$ cat src/rtl/cable_robot_forward_kinematics_defines.svh
// ============================================================================
// Cable robot forward kinematics - assertion macros
// Concurrent check macros, compiled out when SYNTHESIS is defined.
// ============================================================================
`ifndef CABLE_ROBOT_FORWARD_KINEMATICS_DEFINES_SVH
`define CABLE_ROBOT_FORWARD_KINEMATICS_DEFINES_SVH
`ifndef SYNTHESIS
// Check that cons holds in the same cycle as ante.
`define CFKM_ASSERT_NOW(lbl, clk, rst_n, ante, cons) \
    lbl: assert property (@(posedge clk) disable iff (!rst_n) (ante) |-> (cons)) \
        else $error("cfkm: same-cycle check failed");
// Check that cons holds in the cycle after ante.
`define CFKM_ASSERT_NXT(lbl, clk, rst_n, ante, cons) \
    lbl: assert property (@(posedge clk) disable iff (!rst_n) (ante) |=> (cons)) \
        else $error("cfkm: next-cycle check failed");
`else
`define CFKM_ASSERT_NOW(lbl, clk, rst_n, ante, cons)
`define CFKM_ASSERT_NXT(lbl, clk, rst_n, ante, cons)
`endif
`endif

$ cat src/rtl/cfkm_pkg.sv
// ============================================================================
// cfkm_pkg
// Shared types, widths and codes of the trilateration pipeline.
// ============================================================================
`timescale 1ns / 1ps
package cfkm_pkg;

    localparam int unsigned WORD_W    = 32;
    localparam int unsigned CFG_IDX_W = 8;
    localparam int unsigned NUM_W     = 68;  // signed divider numerator
    localparam int unsigned DEN_W     = 34;  // signed divider divisor
    localparam int unsigned QUO_W     = 33;  // quotient bits below overflow
    localparam int unsigned RAD_W     = 64;  // radicand
    localparam int unsigned ROOT_W    = 32;  // square root

    localparam logic [1:0] ST_OK      = 2'd0;
    localparam logic [1:0] ST_DEGEN   = 2'd1;
    localparam logic [1:0] ST_UNREACH = 2'd2;

    localparam logic [CFG_IDX_W-1:0] REG_SPACING = 8'd0;
    localparam logic [CFG_IDX_W-1:0] REG_ALONG   = 8'd1;
    localparam logic [CFG_IDX_W-1:0] REG_ACROSS  = 8'd2;
    localparam logic [CFG_IDX_W-1:0] REG_HEIGHT  = 8'd3;

    typedef struct packed {
        logic [WORD_W-1:0] cable_o;
        logic [WORD_W-1:0] cable_p;
        logic [WORD_W-1:0] cable_q;
    } t_in_word;

    typedef struct packed {
        logic signed [WORD_W-1:0] pos_x;
        logic signed [WORD_W-1:0] pos_y;
        logic signed [WORD_W-1:0] pos_z;
        logic [1:0]               status;
    } t_out_word;

    typedef struct packed {
        logic [CFG_IDX_W-1:0] index;
        logic [WORD_W-1:0]    data;
    } t_cfg_word;

endpackage

$ cat src/rtl/cfkm_sqrt.sv
// ============================================================================
// cfkm_sqrt
// Pipelined integer square root, floor, one result bit per stage.
// ============================================================================
`timescale 1ns / 1ps
module cfkm_sqrt #(
    parameter int unsigned SIDE_W = 1
) (
    input  logic                               i_clk,
    input  logic                               i_rst_n,
    input  logic                               i_en,
    input  logic                               i_valid,
    input  logic [cfkm_pkg::RAD_W-1:0]         i_rad,
    input  logic [SIDE_W-1:0]                  i_side,
    output logic                               o_valid,
    output logic [cfkm_pkg::ROOT_W-1:0]        o_root,
    output logic [SIDE_W-1:0]                  o_side
);
    localparam int unsigned AW = cfkm_pkg::RAD_W;
    localparam int unsigned SW = cfkm_pkg::ROOT_W;

    logic [AW-1:0]     r_rem  [0:SW];
    logic [AW-1:0]     r_res  [0:SW];
    logic              r_vld  [0:SW];
    logic [SIDE_W-1:0] r_side [0:SW];

    always_ff @(posedge i_clk) begin
        if (!i_rst_n) begin
            r_vld[0] <= 1'b0;
        end else if (i_en) begin
            r_vld[0] <= i_valid;
        end
    end

    always_ff @(posedge i_clk) begin
        if (i_en) begin
            r_rem[0]  <= i_rad;
            r_res[0]  <= '0;
            r_side[0] <= i_side;
        end
    end

    for (genvar s = 1; s <= SW; s++) begin : g_bit
        localparam int unsigned K = SW - s;
        logic [AW-1:0] probe;
        logic [AW-1:0] trial;
        logic          fits;

        always_comb begin
            probe = AW'(1) << (2 * K);
            trial = r_res[s-1] + probe;
            fits  = r_rem[s-1] >= trial;
        end

        always_ff @(posedge i_clk) begin
            if (!i_rst_n) begin
                r_vld[s] <= 1'b0;
            end else if (i_en) begin
                r_vld[s] <= r_vld[s-1];
            end
        end

        always_ff @(posedge i_clk) begin
            if (i_en) begin
                r_rem[s]  <= fits ? (r_rem[s-1] - trial) : r_rem[s-1];
                r_res[s]  <= fits ? ((r_res[s-1] >> 1) + probe) : (r_res[s-1] >> 1);
                r_side[s] <= r_side[s-1];
            end
        end
    end

    assign o_valid = r_vld[SW];
    assign o_root  = r_res[SW][SW-1:0];
    assign o_side  = r_side[SW];

endmodule

$ cat config.mk
export PLATFORM = sky130hd
export DESIGN_NAME = cfkm_sqrt
export DESIGN_NICKNAME = d
export VERILOG_FILES = /design/src/rtl/cable_robot_forward_kinematics_defines.svh /design/src/rtl/cfkm_pkg.sv /design/src/rtl/cfkm_sqrt.sv
export SDC_FILE = /design/constraint.sdc
export NUM_CORES = 2
export LEC_CHECK = 0
export BUFFER_PORTS_ARGS = -buffer_cell sky130_fd_sc_hd__buf_2
export CAP_MARGIN = 10
export CORE_ASPECT_RATIO = 0.75
export CORE_MARGIN = 1
export CORE_UTILIZATION = 60
export DETAILED_ROUTE_END_ITERATION = 8
export PLACE_DENSITY_LB_ADDON = 0.12
export SETUP_SLACK_MARGIN = 0.5
export SLEW_MARGIN = 25
export SYNTH_ARGS = -nofsm -noshare
export SYNTH_HDL_FRONTEND = slang
export SYNTH_MEMORY_MAX_BITS = 65536
export SYNTH_SLANG_ARGS = --single-unit
$ cat constraint.sdc
create_clock -name i_clk -period 4.38 [get_ports i_clk]
set_input_delay 0.657 -clock i_clk [delete_from_list [all_inputs] [get_ports i_clk]]
set_output_delay 0.657 -clock i_clk [all_outputs]
set_load 0.01 [all_outputs]
==> summary.md <==
| Metric | Value |
|---|---|
| Outcome | finished, final reports clean |
| Leak Pwr | between 50 and 60 nW |
| Crit Path Category | reg -> reg |
| Avg WL per Cell | between 20 and 25 µm |
| Slew Limit Fails | 0 |
| Comb power frac | a little over a fifth |
| R2r startpoint | r_rem[0][1614]$_DFFE_PP_ |
| Synthesized area | around 120000 µm² |
| Detailed Routing Iterations Pass 1 | 6 |
| Final Hold Viols | 0 |
| Die area | 209000 µm² |
| Netlist cell types | 92 |
| Remaining Overflow, GRT | 0 |
| Initial antenna violation count | 4 |
| Yosys warnings | 0 |
| Core Box Area | between 200000 and 250000 µm² |
| Number of enable flip-flop cells after synthesis | ~2600 |
| Clk sink count | 2642 |
| Die Ht | between 300 and 400 µm |
| DRC | 0 |
| Worst r2r path cells | 12 |
| Clock slew at reported path FFs | approximately 0.06 ns |
| Register area share after synthesis | between 60% and 70% |
| Area grow syn2layout | 11.3% |
| Avg Cell Area, Syn | between 10 and 15 µm² |
| Post-Layout Cell Count | roughly 13000 |
| Fmax | 0.250 GHz |
| TritonCTS clock tree | built |
| Skew final | approximately 0.085 ns |
| Number of global-route vias before repair | ~75000 |
| Layout cells sized above 1 | under 10% |
| Starting DRC count in detailed routing | a little under 8000 |
| Power share of the clock group | between 20% and 30% |
| Top area cells in the synthesized netlist | edfxtp_1 (64%), ha_1 (5.6%), xor2_1 (3.1%) |
| Total wire length | roughly 280000 µm |
| Hold WC Path Type | in -> reg |
| IO Count | roughly 100 |
| Starting Density | 60.5% |
| Tmin final | 3.99 ns |
| Setup-failing EPs final | 0 |
| Post-synth top area share | between 60% and 70% |
| Reg2Reg Setup Slack | between 0.3 and 0.4 ns |
| P_sw | 0.0203 W |
| Crit Reg-Reg Endpoint | r_rem[0][1723]$_DFFE_PP_ |
| Power Internal | 0.0498 W |
| Period Utilization, post-route | roughly nine tenths |
| Clock buffer depth | 4 |
| Most common cell after layout, fill and taps aside | edfxtp_1 |
| CP Data Arrival Time | 4.55 ns |
| Post-synth top flop | edfxtp_1 |
| Asr flop ratio synth | 0% |
| Maximum fanout along the worst path | 7 |
| ANT cells | 0 |
| Commonest non-fill, non-tap cells in the layout | edfxtp_1 (2641), inv_1 (698), nor2_1 (662) |
| ANT nets after route | 0 |
| Setup TNS Final | 0 ns |
| Total power after layout | between 0.07 and 0.08 W |
| Mapped Nets | ~10000 |
| Routed vias/inst | 6.01 |
| Maximum VDD drop | just over 400 µV |
| Routability congestion estimate | a little over 0.9 |
| Pwr/cell area | approximately 510 nW/µm² |
| Horiz. Die Dim | around 530 µm |
| Total global-route track usage | roughly a quarter |
| WP data required | a little under 5 ns |
| DP HPWL | roughly 200000 µm |
| Sw Ratio | 29.0% |
| Buffers on Ports | around 100 |
| Root Driver | clkbuf_16 |
| H-tree depth | 4 |
| Via count | 79000 |
| Synth Register Bits | approximately 2600 |
| Placed Instances | approximately 13000 |
| Worst relative slew slack | 24.6% |
| Worst hold endpoint | r_vld[0]$_DFFE_PP_ |
| Min-delay src | i_valid |
| Startpoint types | flop |
| Seq pwr share | 49.0% |
| Largest net degree at the start of global routing | about 130 |
| Crit path capture type | flop |
| Max-cap violation count | 0 |
| Yosys top cell by area | edfxtp_1 |
| First-pass GRT wire length | around 430000 µm |
| Post-Route Utilization | roughly two thirds |
| FP Rows | ~140 |
| WHS Path Cells | 2 |
| Cts bufs inserted | 248 |
| Post-Syn Instances | 9760 |
| Pin slew with the least headroom to its limit | 1.12 ns |
| Skew-Pair Late Insertion Delay | around 0.92 ns |
| RSZ-0062 raised after global routing | yes |
| Fin nets | 10800 |
==> layer usage <==
layer,vias up,wire length [µm],global-route usage [%]
li1,37400,-,-
met1,38600,131000,40.7
met2,2552,121000,39.1
met3,338,18700,3.86
met4,2,4600,4.90
met5,-,12,0
==> through the flow <==
step | hold WS (ns) | worst slack [ns] | cell area, µm²
floorplan | 0.400 | 0.597 | 124000
global placement | 0.404 | 0.0384 | 129000
detailed placement | 0.405 | 0.0730 | 129000
CTS | 0.0368 | 0.353 | 138000
global route | 0.0740 | 0.324 | 138000
finish | 0.109 | 0.386 | 138000
==> worst max-delay path by stage <==
stage                                        start                        to  slack [ns]  depth (start not counted)
after floorplan           r_rem[0][1580]$_DFFE_PP_  r_rem[0][1638]$_DFFE_PP_        0.60                         11
after global placement    r_rem[0][1637]$_DFFE_PP_  r_rem[0][1717]$_DFFE_PP_        0.04                         12
after detailed placement  r_rem[0][1637]$_DFFE_PP_  r_rem[0][1717]$_DFFE_PP_        0.07                         12
after CTS                 r_rem[0][1580]$_DFFE_PP_  r_rem[0][1638]$_DFFE_PP_        0.35                         11
after global routing      r_rem[0][1614]$_DFFE_PP_  r_rem[0][1723]$_DFFE_PP_        0.32                         12
final                     r_rem[0][1614]$_DFFE_PP_  r_rem[0][1723]$_DFFE_PP_        0.39                         12
==> flip-flops by register name, indices dropped and copies added, names as in the netlist <==
| name | count |
|---|---|
| r_rem | 2048 |
| r_res | 528 |
| r_side | 33 |
| r_vld | 33 |
==> power by group through the flow <==
stage / Sequential (W) / Clock, W / Combinational, W
6_report: 0.0344 / 0.0208 / 0.0149
5_1_grt: 0.0347 / 0.0221 / 0.0165
4_1_cts: 0.0343 / 0.0212 / 0.0146
3_5_place_dp: 0.0348 / 0 / 0.0144
3_3_place_gp: 0.0348 / 0 / 0.0141
2_1_floorplan: 0.0337 / 0 / 0.0107
==> Yosys cell counts, drive strengths merged, types with 163 or more instances <==
cell    number
a21o       264
a21oi      635
clkbuf     173
edfxtp    2641
ha         558
inv        705
nand2      592
nand4      163
nor2       665
nor3       280
nor4       314
o21ai      424
xnor2      430
xor2       439
==> area by class of cell <==
class | count | area (µm²)
Tap cell | 2774 | 3470
Timing Repair Buffer | 365 | 3030
Multi-Input combinational cell | 6213 | 42300
Clock buffer | 298 | 6390
Inverter | 705 | 2650
Clock inverter | 152 | 1330
Fill cell | 14800 | 67300
Sequential cell | 2642 | 79300
==> worst max-delay path, cell delays in order (launching register included) <==
cell,delay [ns]
edfxtp_1,0.44
ha_4,0.31
or4b_4,0.48
or4_4,0.44
nor4_4,0.16
nand2_2,0.18
a41oi_2,0.25
nor3_2,0.07
or4b_4,0.53
or4_4,0.44
buf_12,0.17
nor4_4,0.13
xor2_1,0.09
==> cell families after synthesis <==
group	count (synthesis)	share of synthesized area [%]
buffers and inverters	905	2.75
XOR/XNOR	869	6.12
adder cells (fa/ha/maj)	558	5.61
AO/OA/AOI/OAI	1831	9.07
AND/OR/NAND/NOR	2863	11.9
multiplexers	92	0.823
flip-flops	2642	63.7
==> repair_timing <==
item | in CTS | in global routing
setup buffers | 8 | 11
pin swaps | 11 | 16
hold buffers | 65 | 0
resized for setup | 34 | 90
setup endpoints to repair | 105 | 329
endpoints found under the hold margin | 65 | 0
Power figures use the tool's default switching activity.
